### config.mk
export PLATFORM = sky130hd
export DESIGN_NAME = jog_shuttle_event_translator_flat
export DESIGN_NICKNAME = d
export VERILOG_FILES = /design/src/rtl/core/jst_pkg.sv /design/src/rtl/core/jst_if.sv /design/src/rtl/core/jst_ctrl.sv /design/src/rtl/core/jst_dp.sv /design/src/rtl/core/jog_shuttle_event_translator.sv /design/src/flat_wrapper.sv
export SDC_FILE = /design/constraint.sdc
export NUM_CORES = 1
export LEC_CHECK = 0
export CAP_MARGIN = 15
export CORE_MARGIN = 2
export CORE_UTILIZATION = 37
export DETAILED_ROUTE_END_ITERATION = 7
export DONT_BUFFER_PORTS = 1
export GPL_ROUTABILITY_DRIVEN = 0
export PLACE_DENSITY_LB_ADDON = 0.3
export SKIP_LAST_GASP = 1
export SYNTH_ARGS = -nofsm -noshare
export SYNTH_HDL_FRONTEND = slang
export SYNTH_HIERARCHICAL = 1
export SYNTH_SLANG_ARGS = --single-unit
### constraint.sdc
create_clock -name clk -period 4.99 [get_ports clk]
set_input_delay 0.998 -clock clk [delete_from_list [all_inputs] [get_ports clk]]
set_output_delay 0.998 -clock clk [all_outputs]
set_load 0.005 [all_outputs]
### src/rtl/core/jst_pkg.sv
// Shared types, codes and keymap ROM for the jog/shuttle event translator.
`timescale 1ns / 1ps

package jst_pkg;

  localparam int KEY_COUNT_DEF      = 15;
  localparam int FIRST_KEY_CODE_DEF = 256;
  localparam int BATCH_MAX_DEF      = 64;

  localparam int MODE_W  = 3;
  localparam int SIZE_W  = 7;
  localparam int CODE_W  = 10;
  localparam int VALUE_W = 9;
  localparam int KIND_W  = 3;
  localparam int HELD_W  = 15;
  localparam int KIDX_W  = 4;
  localparam int CFG_W   = 4;
  localparam int CNT_W   = 4;

  // Event modes; codes 4..7 are ignored.
  typedef enum logic [MODE_W-1:0] {
    MODE_SYNC    = 3'd0,
    MODE_SHUTTLE = 3'd1,
    MODE_JOG     = 3'd2,
    MODE_KEY     = 3'd3
  } mode_t;

  // Result kinds.
  typedef enum logic [KIND_W-1:0] {
    KIND_KEY     = 3'd0,
    KIND_BUTTON  = 3'd1,
    KIND_WINDOW  = 3'd2,
    KIND_COMMAND = 3'd3,
    KIND_UNBOUND = 3'd4,
    KIND_RANGE   = 3'd5
  } kind_t;

  // Configuration register indexes.
  typedef enum logic [0:0] {
    REG_JOG_KEY_MODE = 1'b0,
    REG_ALT_LAYER    = 1'b1
  } reg_idx_t;

  localparam logic [CFG_W-1:0] JOG_KEY_MODE_RST = 4'd10;
  localparam logic [CFG_W-1:0] ALT_LAYER_RST    = 4'd9;

  // Fixed key and button numbers.
  localparam logic [CODE_W-1:0] KEY_MOD      = 10'd50;
  localparam logic [CODE_W-1:0] KEY_JOG      = 10'd23;
  localparam logic [CODE_W-1:0] BTN_BACK     = 10'd4;
  localparam logic [CODE_W-1:0] BTN_FWD      = 10'd5;
  localparam logic [CODE_W-1:0] BTN_LEFT     = 10'd6;
  localparam logic [CODE_W-1:0] BTN_RIGHT    = 10'd7;
  localparam logic [7:0]        JOG_WRAP_XOR = 8'd254;

  // What one input beat turns into.
  typedef enum logic [2:0] {
    PLAN_NONE,
    PLAN_SHUTTLE,
    PLAN_JOG_KEYS,
    PLAN_JOG_BTN,
    PLAN_SINGLE
  } plan_t;

  typedef enum logic [0:0] {
    ST_IDLE,
    ST_EMIT
  } state_t;

  typedef struct packed {
    logic accept;
    logic emit;
  } cmd_t;

  typedef struct packed {
    logic has_more;
    logic out_busy;
  } sts_t;

  typedef struct packed {
    logic [KIND_W-1:0] kind;
    logic [CODE_W-1:0] val;
  } map_entry_t;

  // Two-row keymap ROM: alternate row (alt layer held) and base row.
  function automatic map_entry_t keymap(input logic alt, input logic [KIDX_W-1:0] idx);
    map_entry_t e;
    e = '{kind: KIND_KEY, val: '0};
    if (alt) begin
      case (idx)
        4'd6:    e = '{kind: KIND_BUTTON, val: 10'd1};
        default: e = '{kind: KIND_KEY, val: '0};
      endcase
    end else begin
      case (idx)
        4'd0:    e = '{kind: KIND_BUTTON, val: 10'd8};
        4'd1:    e = '{kind: KIND_BUTTON, val: 10'd1};
        4'd2:    e = '{kind: KIND_BUTTON, val: 10'd3};
        4'd3:    e = '{kind: KIND_BUTTON, val: 10'd9};
        4'd10:   e = '{kind: KIND_KEY, val: 10'd37};
        default: e = '{kind: KIND_KEY, val: '0};
      endcase
    end
    return e;
  endfunction

endpackage

### src/rtl/core/jst_if.sv
// Valid/ready channel interfaces for input events and result actions.
`timescale 1ns / 1ps

interface jst_in_if;
  import jst_pkg::*;
  logic                      valid;
  logic                      ready;
  logic [MODE_W-1:0]         mode;
  logic                      first_in_batch;
  logic [SIZE_W-1:0]         batch_size;
  logic [CODE_W-1:0]         code;
  logic signed [VALUE_W-1:0] value;

  modport source (output valid, mode, first_in_batch, batch_size, code, value,
                  input ready);
  modport sink   (input valid, mode, first_in_batch, batch_size, code, value,
                  output ready);
endinterface

interface jst_out_if;
  import jst_pkg::*;
  logic              valid;
  logic              ready;
  logic [KIND_W-1:0] kind;
  logic [CODE_W-1:0] action_code;
  logic              press;
  logic              last;

  modport source (output valid, kind, action_code, press, last, input ready);
  modport sink   (input valid, kind, action_code, press, last, output ready);
endinterface

### src/rtl/core/jst_ctrl.sv
// Controller: takes an event beat, then steps out its results one per slot.
`timescale 1ns / 1ps

module jst_ctrl (
  input  logic          clk,
  input  logic          rst,
  input  logic          in_valid,
  output logic          in_ready,
  input  jst_pkg::sts_t sts,
  output jst_pkg::cmd_t cmd
);
  import jst_pkg::*;

  state_t state, state_next;

  always_ff @(posedge clk) begin
    if (rst) begin
      state <= ST_IDLE;
    end else begin
      state <= state_next;
    end
  end

  always_comb begin
    state_next = state;
    in_ready   = 1'b0;
    cmd        = '0;
    unique case (state)
      ST_IDLE: begin
        in_ready = 1'b1;
        if (in_valid) begin
          cmd.accept = 1'b1;
          state_next = ST_EMIT;
        end
      end
      ST_EMIT: begin
        if (!sts.has_more) begin
          state_next = ST_IDLE;
        end else if (!sts.out_busy) begin
          cmd.emit = 1'b1;
        end
      end
      default: state_next = ST_IDLE;
    endcase
  end

  a_accept_then_emit: assert property (@(posedge clk) disable iff (rst)
    cmd.accept |=> state == ST_EMIT)
    else $error("accept did not enter emit state");

  a_no_emit_when_busy: assert property (@(posedge clk) disable iff (rst)
    cmd.emit |-> !sts.out_busy && sts.has_more)
    else $error("result loaded over a waiting beat");

  a_ready_only_idle: assert property (@(posedge clk) disable iff (rst)
    in_ready |-> state == ST_IDLE)
    else $error("event input ready outside idle state");

endmodule

### src/rtl/core/jst_dp.sv
// Datapath: device state, config registers, result plan and output register.
`timescale 1ns / 1ps

module jst_dp #(
  parameter int KEY_COUNT      = jst_pkg::KEY_COUNT_DEF,
  parameter int FIRST_KEY_CODE = jst_pkg::FIRST_KEY_CODE_DEF,
  parameter int BATCH_MAX      = jst_pkg::BATCH_MAX_DEF
) (
  input  logic                               clk,
  input  logic                               rst,
  input  logic                               cfg_we,
  input  logic                               cfg_index,
  input  logic [jst_pkg::CFG_W-1:0]          cfg_data,
  input  logic [jst_pkg::MODE_W-1:0]         in_mode,
  input  logic                               in_first,
  input  logic [jst_pkg::SIZE_W-1:0]         in_size,
  input  logic [jst_pkg::CODE_W-1:0]         in_code,
  input  logic signed [jst_pkg::VALUE_W-1:0] in_value,
  input  jst_pkg::cmd_t                      cmd,
  output jst_pkg::sts_t                      sts,
  output logic                               out_valid,
  input  logic                               out_ready,
  output logic [jst_pkg::KIND_W-1:0]         out_kind,
  output logic [jst_pkg::CODE_W-1:0]         out_code,
  output logic                               out_press,
  output logic                               out_last
);
  import jst_pkg::*;

  localparam logic [HELD_W-1:0] HELD_MASK  = HELD_W'((32'd1 << KEY_COUNT) - 32'd1);
  localparam logic [CODE_W-1:0] FIRST_CODE = CODE_W'(FIRST_KEY_CODE);
  localparam logic [CODE_W-1:0] KEY_LIMIT  = CODE_W'(KEY_COUNT);
  localparam logic [SIZE_W-1:0] SIZE_CAP   = SIZE_W'(BATCH_MAX);
  localparam logic [KIDX_W:0]   KIDX_LIMIT = (KIDX_W+1)'(KEY_COUNT);

  // device state
  logic [7:0]        jog_last;
  logic signed [3:0] shuttle_last;
  logic [HELD_W-1:0] held_keys;
  logic              wheel_seen;
  logic              batch_ended;
  logic [CFG_W-1:0]  jog_key_mode_button;
  logic [CFG_W-1:0]  alt_layer_button;

  // registered plan for the current beat
  plan_t             plan_kind;
  logic              plan_dir;
  logic [CODE_W-1:0] plan_btn;
  logic [CNT_W-1:0]  plan_n;
  logic [KIND_W-1:0] plan_rkind;
  logic [CODE_W-1:0] plan_code;
  logic              plan_press;
  logic [CNT_W-1:0]  step;

  // next values worked out from the incoming beat
  logic [7:0]        jog_last_next;
  logic signed [3:0] shuttle_last_next;
  logic [HELD_W-1:0] held_keys_next;
  logic              wheel_seen_next;
  logic              batch_ended_next;
  plan_t             plan_kind_next;
  logic              plan_dir_next;
  logic [CODE_W-1:0] plan_btn_next;
  logic [CNT_W-1:0]  plan_n_next;
  logic [KIND_W-1:0] plan_rkind_next;
  logic [CODE_W-1:0] plan_code_next;
  logic              plan_press_next;

  logic              out_valid_next;

  function automatic logic held_bit(input logic [HELD_W-1:0] h,
                                    input logic [KIDX_W-1:0] idx);
    logic [HELD_W:0] hx;
    hx = {1'b0, h};
    return ({1'b0, idx} < KIDX_LIMIT) && hx[idx];
  endfunction

  // combinational views of the beat
  logic signed [3:0] shut_pos;
  logic [2:0]        shut_mag;
  logic [7:0]        jog_byte;
  logic [7:0]        jog_diff;
  logic [SIZE_W-1:0] size_sat;
  logic              size_small;
  logic [CODE_W-1:0] key_off;
  logic              key_ok;
  logic [KIDX_W-1:0] key_idx;
  logic              key_press;
  logic [HELD_W-1:0] held_upd;
  map_entry_t        alt_e;
  map_entry_t        sel_e;
  logic              jog_step;
  logic              jog_dir;

  always_comb begin
    if (in_value > 9'sd7) begin
      shut_pos = 4'sd7;
    end else if (in_value < -9'sd7) begin
      shut_pos = -4'sd7;
    end else begin
      shut_pos = in_value[3:0];
    end
    shut_mag   = shut_pos[3] ? 3'(-shut_pos) : shut_pos[2:0];
    jog_byte   = in_value[7:0];
    jog_diff   = jog_byte ^ jog_last;
    size_sat   = (in_size > SIZE_CAP) ? SIZE_CAP : in_size;
    size_small = size_sat < SIZE_W'(3);
    key_off    = in_code - FIRST_CODE;
    key_ok     = (in_code >= FIRST_CODE) && (key_off < KEY_LIMIT);
    key_idx    = key_off[KIDX_W-1:0];
    key_press  = in_value != '0;
    held_upd   = (key_press ? (held_keys | (HELD_W'(1) << key_idx))
                            : (held_keys ^ (HELD_W'(1) << key_idx))) & HELD_MASK;
    alt_e      = keymap(1'b1, key_idx);
    sel_e      = (held_bit(held_upd, alt_layer_button) && (alt_e != '0))
                 ? alt_e : keymap(1'b0, key_idx);
    jog_step   = jog_diff[0] || (jog_diff == JOG_WRAP_XOR);
    jog_dir    = jog_diff[0] ? (jog_byte > jog_last) : (jog_byte < jog_last);
  end

  always_comb begin
    jog_last_next     = jog_last;
    shuttle_last_next = shuttle_last;
    held_keys_next    = held_keys;
    wheel_seen_next   = wheel_seen && !in_first;
    batch_ended_next  = batch_ended && !in_first;
    plan_kind_next    = PLAN_NONE;
    plan_dir_next     = jog_dir;
    plan_btn_next     = BTN_FWD;
    plan_n_next       = '0;
    plan_rkind_next   = KIND_RANGE;
    plan_code_next    = in_code;
    plan_press_next   = key_press;
    if (!batch_ended_next) begin
      case (in_mode)
        MODE_SYNC: batch_ended_next = 1'b1;
        MODE_SHUTTLE: begin
          wheel_seen_next = 1'b1;
          if (shut_pos != shuttle_last) begin
            shuttle_last_next = shut_pos;
            if (shut_pos != 4'sd0) begin
              plan_kind_next = PLAN_SHUTTLE;
              plan_btn_next  = shut_pos[3] ? BTN_BACK : BTN_FWD;
              plan_n_next    = {shut_mag, 1'b0};
            end
          end
        end
        MODE_JOG: begin
          if (jog_diff == '0) begin
            if (!wheel_seen_next && shuttle_last[0] && size_small) begin
              shuttle_last_next = 4'sd0;
            end
          end else begin
            jog_last_next = jog_byte;
            if (jog_step) begin
              if (held_bit(held_keys, jog_key_mode_button)) begin
                plan_kind_next = PLAN_JOG_KEYS;
                plan_n_next    = jog_dir ? CNT_W'(2) : CNT_W'(4);
              end else begin
                plan_kind_next = PLAN_JOG_BTN;
                plan_n_next    = CNT_W'(2);
                if (held_bit(held_keys, alt_layer_button)) begin
                  plan_btn_next = jog_dir ? BTN_RIGHT : BTN_LEFT;
                end else begin
                  plan_btn_next = jog_dir ? BTN_FWD : BTN_BACK;
                end
              end
            end
          end
        end
        MODE_KEY: begin
          plan_kind_next = PLAN_SINGLE;
          plan_n_next    = CNT_W'(1);
          if (key_ok) begin
            held_keys_next = held_upd;
            if (sel_e == '0) begin
              plan_rkind_next = KIND_UNBOUND;
              plan_code_next  = CODE_W'(key_idx);
            end else begin
              plan_rkind_next = sel_e.kind;
              plan_code_next  = sel_e.val;
            end
          end
        end
        default: ;
      endcase
    end
  end

  always_ff @(posedge clk) begin
    if (rst) begin
      jog_last            <= '0;
      shuttle_last        <= '0;
      held_keys           <= '0;
      wheel_seen          <= 1'b0;
      batch_ended         <= 1'b0;
      jog_key_mode_button <= JOG_KEY_MODE_RST;
      alt_layer_button    <= ALT_LAYER_RST;
      plan_n              <= '0;
      step                <= '0;
    end else begin
      if (cfg_we) begin
        unique case (reg_idx_t'(cfg_index))
          REG_JOG_KEY_MODE: jog_key_mode_button <= cfg_data;
          REG_ALT_LAYER:    alt_layer_button    <= cfg_data;
          default: ;
        endcase
      end
      if (cmd.accept) begin
        jog_last     <= jog_last_next;
        shuttle_last <= shuttle_last_next;
        held_keys    <= held_keys_next;
        wheel_seen   <= wheel_seen_next;
        batch_ended  <= batch_ended_next;
        plan_n       <= plan_n_next;
        step         <= '0;
      end else if (cmd.emit) begin
        step <= step + CNT_W'(1);
      end
    end
  end

  always_ff @(posedge clk) begin
    if (cmd.accept) begin
      plan_kind  <= plan_kind_next;
      plan_dir   <= plan_dir_next;
      plan_btn   <= plan_btn_next;
      plan_rkind <= plan_rkind_next;
      plan_code  <= plan_code_next;
      plan_press <= plan_press_next;
    end
  end

  // result for the current step
  logic [KIND_W-1:0] res_kind;
  logic [CODE_W-1:0] res_code;
  logic              res_press;

  always_comb begin
    res_kind  = KIND_BUTTON;
    res_code  = plan_btn;
    res_press = !step[0];
    case (plan_kind)
      PLAN_JOG_KEYS: begin
        res_kind = KIND_KEY;
        if (plan_dir) begin
          res_code  = KEY_JOG;
          res_press = !step[0];
        end else begin
          // modifier wraps the jog key: mod down, jog down, jog up, mod up
          res_code  = (step[0] ^ step[1]) ? KEY_JOG : KEY_MOD;
          res_press = !step[1];
        end
      end
      PLAN_SINGLE: begin
        res_kind  = plan_rkind;
        res_code  = plan_code;
        res_press = plan_press;
      end
      default: ;
    endcase
  end

  assign sts.has_more = step != plan_n;
  assign sts.out_busy = out_valid && !out_ready;

  always_comb begin
    out_valid_next = out_valid;
    if (cmd.emit) begin
      out_valid_next = 1'b1;
    end else if (out_ready) begin
      out_valid_next = 1'b0;
    end
  end

  always_ff @(posedge clk) begin
    if (rst) begin
      out_valid <= 1'b0;
    end else begin
      out_valid <= out_valid_next;
    end
  end

  always_ff @(posedge clk) begin
    if (cmd.emit) begin
      out_kind  <= res_kind;
      out_code  <= res_code;
      out_press <= res_press;
      out_last  <= step == plan_n - CNT_W'(1);
    end
  end

  a_held_masked: assert property (@(posedge clk) disable iff (rst)
    (held_keys & ~HELD_MASK) == '0)
    else $error("held key bit set beyond key count");

  a_step_bounded: assert property (@(posedge clk) disable iff (rst)
    cmd.emit |=> step <= plan_n)
    else $error("result step ran past plan");

  a_stall_holds: assert property (@(posedge clk) disable iff (rst)
    out_valid && !out_ready |=> out_valid && $stable(out_code) && $stable(out_last))
    else $error("waiting result changed");

endmodule

### src/rtl/core/jog_shuttle_event_translator.sv
// Top level of the jog/shuttle event translator.
//
// evt (sink): one device event per beat - mode, first_in_batch, batch_size,
//   code, value. act (source): one press/release action per beat, with last
//   set on the final action caused by an event.
// cfg: cfg_we writes cfg_data into register cfg_index (0 jog key mode
//   button, 1 alt layer button); write only while idle.
// Output: the first action is loaded into the output register by the emit
//   state after the evt beat is accepted. Actions then follow one per cycle
//   while act is ready, from a single output register.
// Events: an event causing n actions (0..14) occupies the controller until
//   its actions are loaded; evt.ready is high only while the controller is
//   idle, not while the emit state machine steps through the action list.
// Receiver stall: act holds its beat; the controller waits and no further
//   action is loaded. A new event may still be taken while the final action
//   waits on act.
// Reset (rst, synchronous): clears jog, shuttle, held keys and batch flags,
//   loads config defaults (10 and 9) and drops any pending action.
`timescale 1ns / 1ps

module jog_shuttle_event_translator #(
  parameter int KEY_COUNT      = jst_pkg::KEY_COUNT_DEF,
  parameter int FIRST_KEY_CODE = jst_pkg::FIRST_KEY_CODE_DEF,
  parameter int BATCH_MAX      = jst_pkg::BATCH_MAX_DEF
) (
  input  logic                      clk,
  input  logic                      rst,
  input  logic                      cfg_we,
  input  logic                      cfg_index,
  input  logic [jst_pkg::CFG_W-1:0] cfg_data,
  jst_in_if.sink                    evt,
  jst_out_if.source                 act
);
  import jst_pkg::*;

  cmd_t cmd;
  sts_t sts;

  // sequencing
  jst_ctrl u_ctrl (
    .clk      (clk),
    .rst      (rst),
    .in_valid (evt.valid),
    .in_ready (evt.ready),
    .sts      (sts),
    .cmd      (cmd)
  );

  // state, plan and output register
  jst_dp #(
    .KEY_COUNT      (KEY_COUNT),
    .FIRST_KEY_CODE (FIRST_KEY_CODE),
    .BATCH_MAX      (BATCH_MAX)
  ) u_dp (
    .clk       (clk),
    .rst       (rst),
    .cfg_we    (cfg_we),
    .cfg_index (cfg_index),
    .cfg_data  (cfg_data),
    .in_mode   (evt.mode),
    .in_first  (evt.first_in_batch),
    .in_size   (evt.batch_size),
    .in_code   (evt.code),
    .in_value  (evt.value),
    .cmd       (cmd),
    .sts       (sts),
    .out_valid (act.valid),
    .out_ready (act.ready),
    .out_kind  (act.kind),
    .out_code  (act.action_code),
    .out_press (act.press),
    .out_last  (act.last)
  );

endmodule
### src/flat_wrapper.sv
// flat-port wrapper written by rule: the top's interface ports become plain ports
module jog_shuttle_event_translator_flat import jst_pkg::*;
#(
  parameter int KEY_COUNT      = jst_pkg::KEY_COUNT_DEF,
  parameter int FIRST_KEY_CODE = jst_pkg::FIRST_KEY_CODE_DEF,
  parameter int BATCH_MAX      = jst_pkg::BATCH_MAX_DEF
)
  (clk, rst, cfg_we, cfg_index, cfg_data, evt_valid, evt_mode, evt_first_in_batch, evt_batch_size, evt_code, evt_value, evt_ready, act_valid, act_kind, act_action_code, act_press, act_last, act_ready);
  jst_in_if evt_i ();
  jst_out_if act_i ();
  input  logic clk;
  input  logic rst;
  input  logic cfg_we;
  input  logic cfg_index;
  input  logic [jst_pkg::CFG_W-1:0] cfg_data;
  input wire logic [$bits(evt_i.valid)-1:0] evt_valid;
  input wire logic [$bits(evt_i.mode)-1:0] evt_mode;
  input wire logic [$bits(evt_i.first_in_batch)-1:0] evt_first_in_batch;
  input wire logic [$bits(evt_i.batch_size)-1:0] evt_batch_size;
  input wire logic [$bits(evt_i.code)-1:0] evt_code;
  input wire logic [$bits(evt_i.value)-1:0] evt_value;
  output wire logic [$bits(evt_i.ready)-1:0] evt_ready;
  output wire logic [$bits(act_i.valid)-1:0] act_valid;
  output wire logic [$bits(act_i.kind)-1:0] act_kind;
  output wire logic [$bits(act_i.action_code)-1:0] act_action_code;
  output wire logic [$bits(act_i.press)-1:0] act_press;
  output wire logic [$bits(act_i.last)-1:0] act_last;
  input wire logic [$bits(act_i.ready)-1:0] act_ready;
  assign evt_i.valid = evt_valid;
  assign evt_i.mode = evt_mode;
  assign evt_i.first_in_batch = evt_first_in_batch;
  assign evt_i.batch_size = evt_batch_size;
  assign evt_i.code = evt_code;
  assign evt_i.value = evt_value;
  assign evt_ready = evt_i.ready;
  assign act_valid = act_i.valid;
  assign act_kind = act_i.kind;
  assign act_action_code = act_i.action_code;
  assign act_press = act_i.press;
  assign act_last = act_i.last;
  assign act_i.ready = act_ready;
  jog_shuttle_event_translator #(.KEY_COUNT(KEY_COUNT), .FIRST_KEY_CODE(FIRST_KEY_CODE), .BATCH_MAX(BATCH_MAX)) u_core (.clk(clk), .rst(rst), .cfg_we(cfg_we), .cfg_index(cfg_index), .cfg_data(cfg_data), .evt(evt_i), .act(act_i));
endmodule
==> metrics, run 1 <==
flop-to-flop setup slack=2410 ps; Worst setup SP type=primary input; Final Hold Slack=461.9 ps; Crit Path Category=primary input to flip-flop; routed wire length=approximately 11000 µm; Seq/Total Area, Yosys=between 30% and 40%; WP data required=just over 5000 ps; GRT Total Usage=about 16%; layout cells sized above 1=about 8.5%; port buffer count=0; CTS max path bufs=2; CTS H-tree depth=3; RSZ-0062 raised after global routing=no; top cell type's share of synthesized area=between 20% and 30%; hold_buf cts=0; library cells used by synthesis=63; die height=roughly 120 µm; worst r2r src=u_core/u_dp/alt_layer_button[0]$_SDFFE_PP1P_; clock latency at the later pin of the worst-skew pair=about 340 ps; top post-synthesis cells by count=64 x nand2_1, 58 x inv_1, 47 x dfxtp_1; Yosys warning count=6; cell count after synthesis=roughly 530; antenna violations before repair=0; # Max-Cap Violations=0; Hold Crit Endpoint=u_core/u_dp/shuttle_last[3]$_SDFFE_PP0P_; DRC=0; post-CTS resize count=0; overall power=0.001514 W; placed cell area=approximately 0.0050 mm²; Final setup viols=0; Ports=57; Synth-to-Final Area Change=9.011%; worst hold start=u_core/u_dp/shuttle_last[3]$_SDFFE_PP0P_; dominant cells by area after synthesis=edfxtp_1 20%, dfxtp_1 19%, ha_1 6.7%; setup TNS=0 ps; critical path endpoint category=flip-flop; largest net degree at the start of global routing=47; Die Width=approximately 120 µm; Worst-Margin Slew=roughly 750 ps; first-pass GRT wire length=between 15000 and 20000 µm; top-count cell post-synth=nand2_1; crit path max fanout=37; Root Driver=clkbuf_16; final core occ=41.52%; asr flop ratio synth=0%; clk sinks=80; number of synthesized register bits=80; Final ANT Viol Nets=0; peak supply drop=roughly 140 µV; TritonCTS clock tree=yes; Leak Pwr=1.921 nW; Inserted Clock Buffers=9; Final Cell Area=between 0.005 and 0.006 mm²; fillers=1273; core area=0.01272 mm²; post-DP HPWL=8405 µm; Slew Limit Fails=0; standard-cell rows=between 40 and 50; Synth Net Count=594; DR iter-0 viols=between 200 and 300; Final Hold Fails=0; routed vias=3790; Routed WL per cell=between 15 and 20 µm; worst-case reg-to-reg path depth=5; Max stage delay cell, worst path=mux4_2; Worst-path clk slew=about 70 ps; Tcrit/Tclk final=around 67%; syn_area_per_cell=9.178 µm²; clock skew=between 8 and 9 ps; Worst Hold Path Cells=2; pwr dens=approximately 290 mW/mm²; CP arrival=between 3000 and 4000 ps; drt via density=5.485; status=completed; worst hold path type=flip-flop to flip-flop; Post-synth EDFFs=33; DRT Pass-1 Iters=4; number of global-route vias before repair=3694; crit-path max cell delay=approximately 570 ps; Initial Util=between 30% and 40%; Post-synth top flop=dfxtp_1; Top Family by Delay on Critical Path=simple AND/OR/NAND/NOR gates; Syn Std Cell Area=0.004846 mm²; critical path cell sequence=nor4_4 > nand3_4 > mux4_2 > and3_1 > o41ai_2 > a21oi_1 > or3_1; fin nets=580; final worst path period need=between 3000 and 4000 ps; Reg2Reg Capture Point=u_core/u_dp/plan_rkind[0]$_SDFFCE_PP1P_; Die Area=~0.014 mm²; post-CTS setup buffer count=0; total grt overflow=0; antenna cells=0; worst path bufs/invs=0; Max-slew headroom=around 50%; Max Fclk=approximately 0.3 GHz; dominant cell type by area after synthesis=edfxtp_1
registers in the layout, summed over array words and instances (netlist names), 2 cells and up:
register	cells
u_core/u_dp/plan_code	10
u_core/u_dp/plan_kind	3
u_core/u_dp/jog_last	8
u_core/u_dp/shuttle_last	4
u_core/u_dp/plan_rkind	2
u_core/u_dp/held_keys	15
u_core/u_dp/out_code	10
u_core/u_dp/step	4
u_core/u_dp/alt_layer_button	4
u_core/u_dp/jog_key_mode_button	4
u_core/u_dp/plan_btn	2
u_core/u_dp/plan_n	4
u_core/u_dp/out_kind	2
tightest hold or removal path, delay by kind of cell (launching register included):
| family | cells | cell delay (ps) |
|---|---|---|
| flip-flops | 1 | 320 |
| AO/OA/AOI/OAI | 1 | 50 |
| buffers and inverters | 1 | 50 |
layer usage:
metal	track usage [%]	part of all wire [%]	up-vias
met5	0	0	-
met4	6.027	1.5	0
met3	3.909	4.9	13
met2	27.35	48	97
met1	20.24	45	1822
li1	-	-	1858
per-stage QoR:
| step | setup WS, ps | std cells |
|---|---|---|
| after floorplan | 1423 | 528 |
| after global routing | 1525 | 691 |
| after CTS | 1672 | 690 |
| after global placement | 1394 | 674 |
| after detailed placement | 1308 | 674 |
| final | 1662 | 691 |
report_power, final:
part           switching, W  internal (W)  total (W)
Combinational     0.0000664     0.0000536   0.000120
Clock              0.000283      0.000392   0.000675
Sequential        0.0000172      0.000702   0.000719
Total              0.000366       0.00115    0.00151
placed cells by master, fill, tap and decap left out, types with 4 or more instances in the layout:
cell,netlist,layout
nand2_1,64,64
inv_1,58,58
dfxtp_1,47,47
nor2_1,35,35
edfxtp_1,33,33
a21oi_1,32,32
ha_1,26,26
nor3_1,18,18
mux2i_1,16,16
o211ai_1,16,16
o21ai_0,14,14
mux4_2,13,13
clkbuf_16,0,9
nand3_1,9,9
and2_1,9,9
xnor2_1,9,9
nor2b_1,7,7
nand2b_1,7,7
nand4_1,7,7
a31oi_1,5,5
and3_1,5,5
nor3b_1,5,5
o22ai_1,5,5
buf_4,1,4
logic make-up after synthesis:
family,count (synthesis),share of synthesized area [%]
multiplexers,32,10.66
XOR/XNOR,12,2.169
AO/OA/AOI/OAI,104,14.25
other,1,0.07739
buffers and inverters,88,6.920
flip-flops,80,39.87
adder cells (fa/ha/maj),26,6.713
AND/OR/NAND/NOR,185,19.34
layout make-up:
cell class	instances	area [µm²]	area share, %
multi-input cells	360	2579	48.82
repair buffers	5	35.03	0.6632
well taps	172	215.2	4.074
inverters	58	217.7	4.121
clock buffers	9	225.2	4.263
clock inverters	7	78.83	1.492
flip-flops and latches	80	1932	36.57
worst max-delay path by stage:
stage                                                   end  cells past startpoint         start  slack [ps]
floorplan           u_core/u_dp/plan_rkind[0]$_SDFFCE_PP1P_                     10   evt_code[1]        1420
global placement    u_core/u_dp/plan_rkind[0]$_SDFFCE_PP1P_                      7  evt_value[7]        1390
detailed placement  u_core/u_dp/plan_rkind[0]$_SDFFCE_PP1P_                      7  evt_value[7]        1310
CTS                 u_core/u_dp/plan_rkind[0]$_SDFFCE_PP1P_                      7  evt_value[7]        1670
global route        u_core/u_dp/plan_rkind[0]$_SDFFCE_PP1P_                      7  evt_value[7]        1520
finish              u_core/u_dp/plan_rkind[0]$_SDFFCE_PP1P_                      7  evt_value[7]        1660
No activity file was read; power rests on OpenSTA's default activity.
==> run 2: changes to the inputs <==
- clock period: 4.99 -> 3.2 ns (I/O delays scaled with it)
==> run 2 against run 1 <==
  * Die area did not move
  * Sequential share of layout area is 0.37 points lower
  * Global-route usage is 0.084 points higher
  * Combinational power grew 62%
  * Flip-flop and latch count is the same
  * Total power is 51% higher
  * Critical path depth grew 2
  * Clock-buffer cell count did not move
  * Clock power is 45% higher
  * First-iteration DRC count is 5.0% lower
==> metrics, run 2 (synthesis results as in run 1) <==
status=completed (unchanged); setup TNS=0 ps (unchanged); Crit Path Category=primary input to flip-flop (unchanged); worst path bufs/invs=1 (was 0); pwr dens=428.6 mW/mm² (was 286.6 mW/mm²); antenna cells=0 (unchanged); antenna violations before repair=0 (unchanged); internal power=0.001715 W (was 0.001147 W); Top Family by Delay on Critical Path=simple AND/OR/NAND/NOR gates (unchanged); Leak Pwr=1.957 nW (was 1.921 nW); critical path endpoint category=flip-flop (unchanged); Max-slew headroom=58.49% (was 50.02%); commonest non-fill, non-tap cell in the layout=nand2_1 (unchanged); Worst-path clk slew=60 ps (was 70 ps); Final Hold Slack=354.2 ps (was 461.9 ps); Max stage delay cell, worst path=mux4_2 (unchanged); peak supply drop=243.3 µV (was 143.9 µV); hold_buf cts=0 (unchanged); routed vias=3773 (was 3790); clock skew=4.553 ps (was 8.355 ps); Final setup viols=0 (unchanged); DRC=0 (unchanged); Final ANT Viol Nets=0 (unchanged); CP arrival=2740 ps (was 3410 ps); standard-cell rows=41 (unchanged); final worst path period need=2652 ps; drt via density=5.398 (was 5.485); post-CTS setup buffer count=0 (unchanged); Initial Util=38.09% (unchanged); post-CTS resize count=0 (unchanged); crit-path max cell delay=460 ps (was 570 ps); DR iter-0 viols=249 (was 262); Sequential Power Share=48.8% (was 47.5%); worst hold path type=primary input to flip-flop (was flip-flop to flip-flop); switch share=25.03% (was 24.21%); Clk pwr share=42.7% (was 44.6%); Tcrit/Tclk final=82.88%; Die Width=118.4 µm (unchanged); TritonCTS clock tree=yes (unchanged); max reg flops=15 (unchanged); Final Hold Fails=0 (unchanged); Most flops, register=u_core/u_dp/held_keys (unchanged); clk sinks=80 (unchanged); # Max-Cap Violations=0 (unchanged); fin nets=588 (was 580); top flop regs=u_core/u_dp/held_keys x15, u_core/u_dp/out_code x10, u_core/u_dp/plan_code x10 (unchanged); Root Driver=clkbuf_16 (unchanged); total grt overflow=0 (unchanged); placed instance count=683 (was 674); Max Fclk=between 0.3 and 0.4 GHz; CTS max path bufs=2 (unchanged); Worst setup SP type=primary input (unchanged); port buffer count=0 (unchanged); Die Area=0.01403 mm² (unchanged); crit path max fanout=8 (was 37); fillers=1242 (was 1273); Ports=57 (unchanged); CTS H-tree depth=3 (unchanged); number of global-route vias before repair=3602 (was 3694); critical path cell sequence=inv_1 > nor2_2 > nand2_1 > ha_1 > mux4_2 > and3_1 > o41ai_2 > a21oi_1 > or3_1 (was nor4_4 > nand3_4 > mux4_2 > and3_1 > o41ai_2 > a21oi_1 > or3_1); Inserted Clock Buffers=9 (unchanged); commonest non-fill, non-tap cells in the layout=64 x nand2_1, 58 x inv_1, 47 x dfxtp_1 (unchanged); post-DP HPWL=8457 µm (was 8405 µm); Synth-to-Final Area Change=10.12% (was 9.011%); combinational share of power=8.5% (was 7.9%); Slew Limit Fails=0 (unchanged); Psw=0.0005725 W (was 0.0003665 W); Routed WL per cell=16.06 µm (was 16.18 µm); first-pass GRT wire length=18420 µm (unchanged); die height=118.4 µm (unchanged); clock latency at the later pin of the worst-skew pair=340 ps (about the same); largest net degree at the start of global routing=47 (unchanged); post-layout instance count excluding filler cells=699 (was 691); Worst-Margin Slew=619.0 ps (was 748.7 ps); routed wire length=11230 µm (was 11180 µm); WP data required=3280 ps (was 5070 ps); RSZ-0062 raised after global routing=no (unchanged); GRT Total Usage=16.35% (was 16.26%); DRT Pass-1 Iters=4 (unchanged); layout cells sized above 1=9.867% (was 8.478%); core area=0.01272 mm² (unchanged)
[run 2: changes by cell type in the layout (fill, tap and decap cells not counted), sizes merged]
| cell | delta |
|---|---|
| buf | +9 |
| clkbuf | -1 |
| bufinv | -1 |
| inv | +1 |
[run 2: power groups by stage]
stage          clock (W)  sequential [W]  combinational, W
2_1_floorplan          0         0.00113          0.000169
3_3_place_gp           0         0.00114          0.000190
3_5_place_dp           0         0.00114          0.000194
4_1_cts          0.00101         0.00112          0.000195
5_1_grt          0.00105         0.00112          0.000218
6_report        0.000976         0.00112          0.000195
[run 2: final cells by class]
class                      count  area (µm²)  area share, %
clock inverter                 7       55.05          1.032
multi-input combinational    360        2581          48.37
tap                          172       215.2          4.033
inverter                      58       217.7          4.080
sequential                    80        1932          36.20
clock buffer                   9       225.2          4.220
timing repair buffer          13       110.1          2.063
[run 2: worst paths after layout]
check	startpoint	end	slack, ps	depth (start not counted)
hold reg to reg	u_core/u_dp/held_keys[11]$_SDFFE_PP0P_	u_core/u_dp/held_keys[11]$_SDFFE_PP0P_	470	2
setup reg to reg	u_core/u_dp/held_keys[7]$_SDFFE_PP0P_	u_core/u_dp/plan_rkind[0]$_SDFFCE_PP1P_	770	7
hold / removal	rst	u_core/u_ctrl/state$_SDFF_PP0_	350	1
setup / recovery	evt_code[1]	u_core/u_dp/plan_rkind[0]$_SDFFCE_PP1P_	550	9
[run 2: worst register-to-register path, delay by kind of cell, from the launching register on]
kind                       cells  cell delay [ps]
muxes                          1              470
buffers and inverters          1               80
AOI/OAI and AO/OA              2              440
and+or+nand+nor                2              520
DFF                            1              360
adders and majority gates      1              310
[run 2: through the flow]
stage | instance area, µm² | util (%) | power, W | setup slack (ps)
finish | 5336 | 41.95 | 0.002287 | 547.8
global route | 5336 | 41.95 | 0.002385 | 455.8
CTS | 5336 | 41.95 | 0.002319 | 576.4
detailed placement | 5056 | 39.74 | 0.001334 | 233.1
global placement | 5056 | 39.74 | 0.001328 | 263.4
floorplan | 4848 | - | 0.001299 | 68.65
[run 2: layer usage]
| layer | up-vias | routed length, µm | GRT usage, % |
|---|---|---|---|
| met1 | 1803 | 5026 | 20.83 |
| met5 | - | 0 | 0 |
| met3 | 10 | 591 | 4.006 |
| met2 | 86 | 5440 | 27.13 |
| li1 | 1874 | - | - |
| met4 | 0 | 169 | 5.506 |
